$ cat src/rtl/vnorm_pkg.sv
// Package for the 3D vector normalization unit.
// Holds the item structs and fixed format constants; depends on nothing.
package vnorm_pkg;

    localparam int FIELD_W = 32;   // width of every component field
    localparam int Q_FRAC  = 30;   // fraction bits of the Q1.30 result
    localparam int QUOT_W  = Q_FRAC + 1;
    localparam int MINL_W  = 16;

    typedef struct packed {
        logic signed [FIELD_W-1:0] x_in;
        logic signed [FIELD_W-1:0] y_in;
        logic signed [FIELD_W-1:0] z_in;
    } in_item_t;

    typedef struct packed {
        logic signed [FIELD_W-1:0] x_out;
        logic signed [FIELD_W-1:0] y_out;
        logic signed [FIELD_W-1:0] z_out;
        logic                      too_short;
    } out_item_t;

endpackage

$ cat src/rtl/vnorm_div_cell.sv
// One cell of the division chain: one quotient bit for each of three lanes.
// Uses vnorm_pkg for the quotient width; instantiated by vec3_normalize_unit.
module vnorm_div_cell #(
    parameter int W = 32
) (
    input  logic                          clk,
    input  logic                          rst_n,
    input  logic                          valid_in,
    input  logic                          short_in,
    input  logic [W-1:0]                  len_in,
    input  logic [2:0]                    neg_in,
    input  logic [2:0]                    bit_in,
    input  logic [3*W-1:0]                rem_in,
    input  logic [3*vnorm_pkg::QUOT_W-1:0] quot_in,
    output logic                          valid_out,
    output logic                          short_out,
    output logic [W-1:0]                  len_out,
    output logic [2:0]                    neg_out,
    output logic [3*W-1:0]                rem_out,
    output logic [3*vnorm_pkg::QUOT_W-1:0] quot_out
);

    localparam int QW = vnorm_pkg::QUOT_W;

    logic                valid_reg;
    logic                short_reg;
    logic [W-1:0]        len_reg;
    logic [2:0]          neg_reg;
    logic [3*W-1:0]      rem_reg;
    logic [3*QW-1:0]     quot_reg;
    logic [3*W-1:0]      rem_next;
    logic [3*QW-1:0]     quot_next;
    logic [W:0]          part [0:2];

    always_comb
    begin
        for (int i = 0; i < 3; i++)
        begin
            part[i] = {rem_in[i*W +: W], bit_in[i]};
            if (part[i] >= {1'b0, len_in})
            begin
                rem_next[i*W +: W]   = W'(part[i] - {1'b0, len_in});
                quot_next[i*QW +: QW] = {quot_in[i*QW +: QW-1], 1'b1};
            end
            else
            begin
                rem_next[i*W +: W]   = part[i][W-1:0];
                quot_next[i*QW +: QW] = {quot_in[i*QW +: QW-1], 1'b0};
            end
        end
    end

    always_ff @(posedge clk or negedge rst_n)
    begin
        if (!rst_n)
            valid_reg <= 1'b0;
        else
            valid_reg <= valid_in;
    end

    always_ff @(posedge clk)
    begin
        short_reg <= short_in;
        len_reg   <= len_in;
        neg_reg   <= neg_in;
        rem_reg   <= rem_next;
        quot_reg  <= quot_next;
    end

    assign valid_out = valid_reg;
    assign short_out = short_reg;
    assign len_out   = len_reg;
    assign neg_out   = neg_reg;
    assign rem_out   = rem_reg;
    assign quot_out  = quot_reg;

endmodule

$ cat config.mk
export PLATFORM = sky130hd
export DESIGN_NAME = vnorm_div_cell
export DESIGN_NICKNAME = d
export VERILOG_FILES = /design/src/rtl/vnorm_pkg.sv /design/src/rtl/vnorm_div_cell.sv
export SDC_FILE = /design/constraint.sdc
export NUM_CORES = 1
export LEC_CHECK = 0
export ABC_AREA = 1
export BUFFER_PORTS_ARGS = -buffer_cell sky130_fd_sc_hd__buf_2
export CAP_MARGIN = 10
export CELL_PAD_IN_SITES_DETAIL_PLACEMENT = 0
export CELL_PAD_IN_SITES_GLOBAL_PLACEMENT = 2
export CORE_UTILIZATION = 26
export DETAILED_ROUTE_END_ITERATION = 16
export GPL_ROUTABILITY_DRIVEN = 0
export PLACE_DENSITY = 0.86
export SLEW_MARGIN = 20
export SYNTH_ARGS = -nofsm -noshare
export SYNTH_HDL_FRONTEND = slang
export SYNTH_SLANG_ARGS = --single-unit
$ cat constraint.sdc
create_clock -name clk -period 0.8 [get_ports clk]
set_input_delay 0.08 -clock clk [delete_from_list [all_inputs] [get_ports clk]]
set_output_delay 0.08 -clock clk [all_outputs]
set_load 0.005 [all_outputs]
==> metrics.txt <==
status=complete, but fails checks; failing checks=hold timing, setup timing; Synth area leaders=dfxtp_1 (33%), nand2_1 (24%), inv_1 (11%); minimum clock period after layout=1.49 ns; HPWL Detailed=roughly 52 mm; CTS tree=yes; switching share of total power=33.2%; logic gate share of total power=just under 40%; # nets final=3561; Min Hold Slack=-0.222 ns; share of layout cells above drive strength 1=around 46%; Clock transition at path regs=around 0.05 ns; RSZ-0062 raised after global routing=true; full die area=roughly 54000 um2; Worst Path Required=between 1 and 1.5 ns; Port Buf Inserts=453; Synth Flop Type=dfxtp_1; Crit-path slowest cell=ha_4; CP Cell Sequence=buf_6, clkinvlp_4, buf_12, ha_4, inv_1, nor3_4, buf_4, a21oi_2, nand2_2, nor2_4, buf_6, nand2_8, buf_12, o21ai_0; Initial Utilization=26.6%; Worst setup SP type=input pin; LEAKAGE=14.1 nW; router iterations before antenna repair=5; most frequent cell after synthesis=nand2_1; post-synth top area share=between 30% and 40%; worst hold stages=3; Synth Register Bits=between 200 and 250; Post-synth EDFFs=0; relative slew slack=81.6%; final WL=between 70 and 80 mm; Synthesized Nets=2496; Max Fclk=between 600 and 700 MHz; grt ovf=0; Flop pwr share=between 30% and 40%; max-slew violations=0; clock sink count=approximately 230; final period utilization=187%; Total GRT Usage=around a quarter; final hold violation count=1; sequential area share after synthesis=between 30% and 40%; Critical Path AT=1.97 ns; Yosys top cell by area=dfxtp_1; Async SR Flop Fraction=less than 1%; Post-Syn Area=13700 um2; vias in the first global route=16.9k; core area=just over 50000 um2; clk buf depth=3; Top Ports=approximately 460; global-route wire length before repair=between 90 and 100 mm; met3 WL post-DR=around 3.5 mm; Placed Cells=3594; max-capacitance violation count=0; drt wl/cell=17.9 um; Synthesis Warnings=0; Area Overhead vs Synth=95.1%; Worst setup EP type=register; Die Span Y=about 230 um; initial antenna violation count=5; syn_area_per_cell=6.34 um2; count of cell types in the netlist=33; Antenna Violating Nets Remaining=0; CTS root buf=clkbuf_16; DRT met1 WL=roughly 28 mm; setup violators final=~330; Clock power frac=30.1%; Worst Setup Path Type=input pin to register; overall die width=between 200 and 250 um; total CTS buffers=28; Cell Rows=between 80 and 90; H-tree levels=1; largest net degree at the start of global routing=33; Mapped Cells=2166; setup_tns=-118.86 ns; DR iter-0 viols=about 690; internal power=around 28 mW; Worst Max-Slew Pin Slew=0.273 ns; setup ws final=-0.694 ns; WP buf/inv=7; CP delay by family, top=buffers and inverters; drt drc=0; worst-path maximum fanout=7; detailed-route via count=approximately 17k; Final Util=slightly above 50%; top post-synthesis cells by count=nand2_1 (889), inv_1 (408), dfxtp_1 (225); Sw Pwr=roughly 14 mW; worst IR drop on VDD=0.00162 V; Final Non-Filler Cells=roughly 3.9k; Max stage delay on crit path=0.24 ns; DR WL met2=~35 mm; Via density=~4.4; min-delay worst type=input pin to register; pwr/cell area=1590 nW/um2; top routing layer in use=met5; total power=42.5 mW; critical path depth=14
==> cells in the final DEF, fill, tap and decap left out, types with 4 or more instances in the layout <==
master	Yosys	layout
a21oi_1	60	43
a21oi_2	0	14
and2_1	14	13
buf_12	0	46
buf_2	20	356
buf_4	0	316
buf_6	8	110
buf_8	1	4
clkbuf_16	0	35
clkbuf_8	0	4
clkinv_2	0	5
clkinvlp_4	0	20
dfxtp_1	225	106
dfxtp_2	0	112
dfxtp_4	0	7
dlygate4sd3_1	0	224
ha_2	0	8
ha_4	0	86
inv_1	408	356
inv_2	3	36
nand2_1	889	728
nand2_2	8	132
nand2_4	10	43
nand2_8	1	6
nand3_1	178	148
nand3_2	13	42
nand3b_1	11	11
nand4_1	8	8
nor2_1	119	68
nor2_2	10	31
nor2_4	3	33
nor3_1	20	4
nor3_2	1	7
nor3_4	2	12
o21bai_1	5	5
xor2_1	39	37
==> worst paths after layout <==
kind                                        to  startpoint  slack [ns]
min in group asynchronous  valid_out$_DFF_PN0_       rst_n        0.35
hold / removal             rem_out[15]$_DFF_P_  rem_in[14]       -0.22
max in group asynchronous  valid_out$_DFF_PN0_       rst_n        0.35
setup / recovery           rem_out[65]$_DFF_P_  len_in[31]       -0.69
==> metrics by stage <==
step | instance area [um2] | hold slack [ns] | worst slack [ns]
3_3_place_gp | 19600 | -0.145 | -1.46
3_5_place_dp | 19600 | -0.143 | -1.51
2_1_floorplan | 14000 | -0.216 | -0.747
6_report | 26800 | -0.222 | -0.694
4_1_cts | 24100 | -0.397 | -0.633
5_1_grt | 26800 | -0.230 | -0.757
==> kinds of logic (layout without fill, tap and decap cells) <==
| logic type | after synthesis | count (layout) | synth area share [%] |
|---|---|---|---|
| DFF | 226 | 226 | 33.0 |
| buffers and inverters | 440 | 1523 | 12.7 |
| other | 0 | 3 | 0 |
| and+or+nand+nor | 1290 | 1291 | 39.8 |
| AOI/OAI and AO/OA | 69 | 69 | 2.62 |
| adders and majority gates | 99 | 99 | 9.18 |
| xor gates and xnor gates | 42 | 42 | 2.68 |
==> area by class of cell <==
| type | instances | area [um2] |
|---|---|---|
| clock inverters | 14 | 165 |
| clock buffers | 35 | 767 |
| inverters | 411 | 1610 |
| flip-flops and latches | 226 | 4700 |
| multi-input cells | 1501 | 9910 |
| fillers | 4863 | 24900 |
| well taps | 680 | 851 |
| diodes | 3 | 7.51 |
| repair buffers | 1063 | 8790 |
==> registers in the layout, summed over array words and instances, names as in the netlist <==
register   flops
quot_out      93
rem_out       96
len_out       32
neg_out        3
valid_out      1
short_out      1
==> power groups by stage <==
stage	logic [mW]	clock network (mW)	registers, mW
final	16.5	12.8	13.3
after global routing	17.9	13.5	13.4
after CTS	14.1	13.0	13.1
after detailed placement	12.2	0	13.3
after global placement	12.1	0	13.3
after floorplan	5.58	0	13.3
==> metal layers <==
metal	vias up	track usage, %
li1	8689	-
met1	7834	26.7
met2	540	44.6
met3	142	3.28
met4	2	11.7
met5	-	0
==> timing repair <==
action	in CTS	in global routing
gates resized for setup	185	578
pin swaps	19	118
buffers inserted	25	29
hold endpoints to repair	224	7
endpoints found under the setup margin	325	325
hold buffers	218	6
cloned	1	8
Power figures use the tool's default switching activity.
