===== src/rtl/vnorm_sqrt_cell.sv =====
// One cell of the square root chain: resolves one root bit per item.
// Uses no package items; instantiated by vec3_normalize_unit.
module vnorm_sqrt_cell #(
    parameter int W = 32,
    parameter int SIDE_W = 99
) (
    input  logic              clk,
    input  logic              rst_n,
    input  logic              valid_in,
    input  logic [2*W-1:0]    rad_in,
    input  logic [W:0]        rem_in,
    input  logic [W-1:0]      root_in,
    input  logic [SIDE_W-1:0] side_in,
    output logic              valid_out,
    output logic [2*W-1:0]    rad_out,
    output logic [W:0]        rem_out,
    output logic [W-1:0]      root_out,
    output logic [SIDE_W-1:0] side_out
);

    logic              valid_reg;
    logic [2*W-1:0]    rad_reg;
    logic [W:0]        rem_reg;
    logic [W-1:0]      root_reg;
    logic [SIDE_W-1:0] side_reg;
    logic [W+2:0]      wide_rem;
    logic [W+2:0]      trial;
    logic [W:0]        rem_next;
    logic [W-1:0]      root_next;

    always_comb
    begin
        wide_rem = {rem_in, rad_in[2*W-1 -: 2]};
        trial    = {1'b0, root_in, 2'b01};
        if (wide_rem >= trial)
        begin
            rem_next  = (W+1)'(wide_rem - trial);
            root_next = {root_in[W-2:0], 1'b1};
        end
        else
        begin
            rem_next  = wide_rem[W:0];
            root_next = {root_in[W-2:0], 1'b0};
        end
    end

    always_ff @(posedge clk or negedge rst_n)
    begin
        if (!rst_n)
            valid_reg <= 1'b0;
        else
            valid_reg <= valid_in;
    end

    always_ff @(posedge clk)
    begin
        rad_reg  <= {rad_in[2*W-3:0], 2'b00};
        rem_reg  <= rem_next;
        root_reg <= root_next;
        side_reg <= side_in;
    end

    assign valid_out = valid_reg;
    assign rad_out   = rad_reg;
    assign rem_out   = rem_reg;
    assign root_out  = root_reg;
    assign side_out  = side_reg;

endmodule


===== config.mk =====
export PLATFORM = sky130hd
export DESIGN_NAME = vnorm_sqrt_cell
export DESIGN_NICKNAME = d
export VERILOG_FILES = /design/src/rtl/vnorm_sqrt_cell.sv
export SDC_FILE = /design/constraint.sdc
export NUM_CORES = 1
export LEC_CHECK = 0
export BUFFER_PORTS_ARGS = -buffer_cell sky130_fd_sc_hd__buf_4
export CORE_AREA = 2 2 181 183
export DETAILED_ROUTE_END_ITERATION = 7
export DIE_AREA = 0 0 183 185
export PLACE_DENSITY = 0.54
export SETUP_SLACK_MARGIN = 0.5
export SYNTH_ARGS = -nofsm -noshare
export SYNTH_HDL_FRONTEND = slang
export SYNTH_SLANG_ARGS = --single-unit

===== constraint.sdc =====
create_clock -name clk -period 0.8 [get_ports clk]
set_clock_uncertainty 0.05 [all_clocks]
set_input_delay 0.12 -clock clk [delete_from_list [all_inputs] [get_ports clk]]
set_output_delay 0.12 -clock clk [all_outputs]
set_load 0.01 [all_outputs]

==> metrics.md, run 1 <==
| Metric | Value |
|---|---|
| Drt initial violations | `142` |
| Hold Violations, Final | `227` |
| P per Cell Area | `approximately 2200 nW/um^2` |
| MaxCap Viol Count | `0` |
| Post-Place Worst Slack | `-1.81 ns` |
| Share of cells above drive strength 1 | `76.8%` |
| Initial Util | `21.3%` |
| Initial antenna violation count | `3` |
| Critical Path Fanout Max | `3` |
| Crit path launch | `root_in[5]` |
| Peak VDD IR | `1.51 mV` |
| Commonest cells after routing, fill and taps aside | `buf_4 (350), buf_6 (239), dfxtp_2 (225)` |
| DRT Pass-1 Iters | `4` |
| Yosys warns | `0` |
| Syn_area_per_cell | `11.6 um^2` |
| Final period util | `243%` |
| End of the critical path | `rem_out[32]` |
| Failing checks | `negative hold slack, negative setup slack` |
| Fin. max-slew vios | `0` |
| Outcome | `finished with violations` |
| Largest net degree at the start of global routing | `22` |
| Final worst slack | `-1.14 ns` |
| Startpoint Class | `input port` |
| Clk buf depth | `3` |
| Site Rows | `66` |
| IO Count | `460` |
| CTS tree | `done` |
| Vias in the first global route | `6,582` |
| Clk root buf | `clkbuf_16` |
| Commonest non-fill, non-tap cell in the layout | `buf_4` |
| Asr flop ratio synth | `0.441%` |
| Wire length per cell | `roughly 17 um` |
| Clk pin slew, worst setup/hold paths | `0.06 ns` |
| TNS Setup | `-106.42 ns` |
| EDFF count, synth | `0` |
| Synth Register Bits | `227` |
| Leak | `roughly 0.0067 uW` |
| Synth-to-layout area growth | `108%` |
| Setup crit end kind | `register` |
| Wirelength, routed | `27,000 um` |
| Critical Path AT | `2.29 ns` |
| Final hold slack | `-0.347 ns` |
| Seq/Total Area, Yosys | `66.6%` |
| Routability cong. | `0.790` |
| Die X | `~180 um` |
| Post-Syn Instances | `588` |
| Dpl hpwl | `21,700 um` |
| Crit path required time | `1.15 ns` |
| Yosys cell types | `49` |
| Die area | `33,900 um^2` |
| Crit path time final | `approximately 1.9 ns` |
| Nets | `approximately 1.5k` |
| Htree depth | `1` |
| Primary FF master, synth | `dfxtp_1` |
| Core Area | `about 32,000 um^2` |
| Fmax achieved | `515 MHz` |
| Overall Global Routing Usage | `roughly 15%` |
| Antenna violation net count after detailed routing | `0` |
| Die height | `185 um` |
| DRC Markers | `0` |
| Grt total ovfl | `0` |
| Fillers | `a little over 3k` |
| WS Path Type | `in -> reg` |
| Setup violations, final | `261` |
| Post-synthesis cell area | `between 6000 and 7000 um^2` |
| Port buffer count | `457` |
| Hold Path Class | `in -> reg` |
| # hold bufs at CTS | `1` |
| First-pass GRT wire length | `38,400 um` |
| Clock sink count | `227` |
| Final Util | `approximately 44%` |
| Vias | `about 6.4k` |
| Num CTS Buffers | `25` |
| Vias/cell | `3.98` |
| RSZ-0062 raised after global routing | `true` |
==> state kept, by name, indices dropped and copies added, names as in the netlist <==
register,count
valid_out,1
side_out,99
root_out,32
rad_out,62
rem_out,33
==> synth_stat cells (2+ instances only) <==
| cell | n | area, um^2 |
|---|---|---|
| nand2b_1 | 4 | 25.0 |
| dfxtp_1 | 226 | 4520 |
| ha_1 | 34 | 425 |
| nor3_1 | 5 | 25.0 |
| mux2_2 | 7 | 78.8 |
| o21ai_0 | 20 | 100 |
| a41oi_1 | 2 | 17.5 |
| a21oi_2 | 2 | 17.5 |
| nand2_1 | 28 | 105 |
| a31oi_1 | 5 | 31.3 |
| a211oi_1 | 3 | 22.5 |
| nand4_1 | 6 | 37.5 |
| clkbuf_1 | 5 | 18.8 |
| a211oi_2 | 2 | 25.0 |
| o211ai_1 | 2 | 15.0 |
| o31ai_1 | 2 | 15.0 |
| inv_1 | 39 | 146 |
| a21o_1 | 9 | 67.6 |
| o21bai_1 | 6 | 45.0 |
| a221o_1 | 3 | 30.0 |
| nand3_1 | 8 | 40.0 |
| nor2_1 | 42 | 158 |
| a21oi_1 | 56 | 280 |
| o21a_1 | 8 | 60.1 |
| and3_1 | 3 | 18.8 |
| buf_2 | 8 | 40.0 |
| a221oi_1 | 2 | 17.5 |
| xor2_1 | 9 | 78.8 |
| buf_4 | 4 | 30.0 |
| xnor2_1 | 19 | 166 |
==> kinds of logic (layout without fill, tap and decap cells) <==
| group | Yosys count | count (layout) | share of synthesized area (%) |
|---|---|---|---|
| AOI/OAI and AO/OA | 131 | 131 | 12.1 |
| buffers and inverters | 57 | 679 | 3.61 |
| other | 1 | 3 | 0.0549 |
| DFF | 227 | 227 | 66.6 |
| muxes | 7 | 7 | 1.15 |
| and+or+nand+nor | 103 | 103 | 6.72 |
| xor gates and xnor gates | 28 | 28 | 3.59 |
| adders and majority gates | 34 | 34 | 6.22 |
==> worst min path at each step <==
stage | from | to | slack (ns) | cells past startpoint
final | rad_in[0] | rad_out[2] | -0.35 | 1
after global routing | side_in[44] | side_out[44] | -0.38 | 1
after CTS | side_in[34] | side_out[34] | -0.38 | 1
after detailed placement | rst_n | valid_out | -0.14 | 1
after global placement | rst_n | valid_out | -0.14 | 1
after floorplan | rst_n | valid_out | -0.23 | 0
==> where the power goes <==
group	switching (uW)	internal, uW	total, uW
combinational	2710	4070	6780
clock	4580	6530	11100
sequential	423	12400	12800
total	7710	23000	30700
==> cell type report <==
cell class                 count  area [um^2]  area share, %
inverter                      39          169           1.19
sequential                   227         4830           33.9
clock buffer                  36          717           5.03
clock inverter                 7         70.1          0.492
antenna                        1         2.50         0.0176
multi-input combinational    305         2470           17.4
timing repair buffer         597         5480           38.4
tap                          408          510           3.58
==> critical path, stage by stage <==
cell and delay (ns):
buf_6 0.10, inv_4 0.04, ha_4 0.20, a211oi_2 0.19, o21bai_1 0.13, a21o_1 0.19, a221o_1 0.38, a221o_1 0.34
a21o_1 0.19, a21oi_2 0.16, xor2_1 0.16, a21oi_1 0.08
==> metrics by stage <==
stage	instance area [um^2]	std cells	total power (uW)
4_1_cts	14200	1617	31100
2_1_floorplan	7310	589	15100
3_3_place_gp	12100	1558	18600
5_1_grt	14200	1619	32100
3_5_place_dp	12100	1558	18700
6_report	14200	1620	30700
==> layer usage <==
layer | track usage (%) | part of all wire, %
met1 | 16.1 | 37
met2 | 27.7 | 52
met3 | 5.15 | 9.2
met4 | 3.23 | 1.7
met5 | 0 | 0.12
==> what timing repair did <==
item,CTS,global route
endpoints found under the setup margin,261,261
resized for setup,295,13
hold endpoints to repair,227,227
cloned,1,1
pin swaps,28,3
buffers inserted,14,1
Power figures use the tool's default switching activity.
==> inputs of run 2 (changes only) <==
Settings changed: CTS_BUF_LIST set to sky130_fd_sc_hd__clkbuf_2 sky130_fd_sc_hd__clkbuf_4 sky130_fd_sc_hd__clkbuf_8, CTS_CLUSTER_DIAMETER set to 80.
==> run 2 against run 1 <==
Effect of this change:
- the flow still finishes with violations (negative hold slack, negative setup slack)
- cell area is 1.6% higher
- setup slack better by 0.044 ns
- routed wire length rose by 2.7%
- first-iteration DRC count decreased by 1.4%
- critical path depth shrank 1
- global-route usage up 0.60 points
- clock-buffer cell count grew 30
- power up 3.9%
- via count up 2.6%
- flip-flop and latch count unchanged
- hold slack worse by 0.056 ns
- die area did not move
- highest routed layer unchanged
==> metrics.md, run 2 (synthesis gave the netlist of run 1 again) <==
| Metric | Value |
|---|---|
| Fin. max-slew vios | `0` |
| Drt initial violations | `between 100 and 150` |
| Clk pin slew, worst setup/hold paths | `0.06 ns` |
| Vias in the first global route | `6,839` |
| Antenna violation net count after detailed routing | `0` |
| Critical Path Fanout Max | `3` |
| RSZ-0062 raised after global routing | `true` |
| Commonest non-fill, non-tap cell in the layout | `buf_4` |
| Die area | `roughly 34,000 um^2` |
| First-pass GRT wire length | `39,300 um` |
| Die X | `183 um` |
| TNS Setup | `-114.52 ns` |
| Core Area | `32,000 um^2` |
| Initial Util | `21.3%` |
| DRC Markers | `0` |
| Fmax achieved | `527 MHz` |
| IO Count | `460` |
| Clk buf depth | `3` |
| Htree depth | `2` |
| Clk root buf | `clkbuf_8` |
| # hold bufs at CTS | `13` |
| Wirelength, routed | `27,800 um` |
| HP Start | `side_in[50]` |
| Post-Place Worst Slack | `-1.81 ns` |
| Largest net degree at the start of global routing | `16` |
| Die height | `between 150 and 200 um` |
| Share of cells above drive strength 1 | `77.7%` |
| Failing checks | `negative hold slack, negative setup slack` |
| Clock sink count | `~230` |
| Fillers | `3,047` |
| Nets | `1,484` |
| Leak | `0.00682 uW` |
| Overall Global Routing Usage | `roughly 15%` |
| Final period util | `237%` |
| End of the critical path | `rem_out[28]` |
| Peak VDD IR | `1.10 mV` |
| MaxCap Viol Count | `0` |
| Crit path launch | `rem_in[5]` |
| Hold Violations, Final | `227` |
| Setup crit end kind | `register` |
| Final worst slack | `-1.10 ns` |
| Critical Path AT | `2.30 ns` |
| Hold Path Class | `in -> reg` |
| Port buffer count | `457` |
| Final hold slack | `-0.403 ns` |
| WS Path Type | `in -> reg` |
| DRT Pass-1 Iters | `4` |
| Vias/cell | `between 3 and 4` |
| Synth-to-layout area growth | `112%` |
| Setup violations, final | `261` |
| Wire length per cell | `16.7 um` |
| Vias | `6,615` |
| Outcome | `finished with violations` |
| P per Cell Area | `about 2200 nW/um^2` |
| Dpl hpwl | `21,700 um` |
| Commonest cells after routing, fill and taps aside | `buf_4 (351), buf_6 (243), dfxtp_2 (226)` |
| Routability cong. | `0.790` |
| Num CTS Buffers | `42` |
| Crit path time final | `1.90 ns` |
| Initial antenna violation count | `4` |
| Startpoint Class | `input port` |
| Grt total ovfl | `0` |
| CTS tree | `done` |
| Crit path required time | `1.20 ns` |
| Max FFs per register | `between 90 and 100` |
| Site Rows | `between 60 and 70` |
run 2: layout make-up:
| cell class | count | area (um^2) | share of cell area, % |
|---|---|---|---|
| repair buffers | 604 | 5550 | 38.4 |
| flip-flops and latches | 227 | 4830 | 33.4 |
| multi-input cells | 305 | 2470 | 17.1 |
| clock buffers | 66 | 815 | 5.63 |
| well taps | 408 | 510 | 3.53 |
| inverters | 39 | 166 | 1.15 |
| clock inverters | 8 | 125 | 0.864 |
| diodes | 1 | 2.50 | 0.0173 |
run 2: critical path, stage by stage:
cell	delay, ns
buf_8	0.10
ha_4	0.24
a211oi_2	0.23
o21bai_1	0.12
a21o_1	0.19
a221o_1	0.39
a21oi_4	0.27
o31ai_4	0.12
a221oi_2	0.26
xor2_1	0.18
a21oi_1	0.08
run 2: power by group:
part           leakage, uW  internal [uW]  switching [uW]
logic              0.00441           4110            2740
clock network     0.000500           7450            4780
registers          0.00192          12400             428
total              0.00682          23900            7950
run 2: how the worst min path moves through the flow:
stage,end,cells after the start
finish,side_out[50],1
detailed placement,valid_out,1
global placement,valid_out,1
floorplan,valid_out,0
global route,side_out[97],1
CTS,root_out[1],1
run 2: metrics by stage:
| stage | instances | power (uW) | cell area, um^2 | hold WS [ns] | util [%] |
|---|---|---|---|---|---|
| 2_1_floorplan | 589 | 15100 | 7310 | -0.226 | - |
| 3_3_place_gp | 1558 | 18600 | 12100 | -0.139 | 37.8 |
| 3_5_place_dp | 1558 | 18700 | 12100 | -0.139 | 37.8 |
| 4_1_cts | 1660 | 32300 | 14300 | -0.462 | 44.7 |
| 5_1_grt | 1657 | 33400 | 14500 | -0.436 | 45.2 |
| 6_report | 1658 | 31900 | 14500 | -0.403 | 45.2 |
run 2: what timing repair did:
| item | CTS | global route |
|---|---|---|
| gates resized for setup | 270 | 43 |
| pin swaps | 25 | 19 |
| setup endpoints to repair | 261 | 273 |
| buffers inserted | 14 | 6 |
| gates cloned | 1 | 1 |
| hold endpoints to repair | 227 | 227 |
run 2: layer usage:
metal / global-route usage [%] / up-vias / wire, um
met5: 0 / - / 53
met3: 5.90 / 57 / 2500
met4: 5.89 / 8 / 672
met1: 15.8 / 3034 / 9730
met2: 28.4 / 264 / 14800
li1: - / 3252 / -
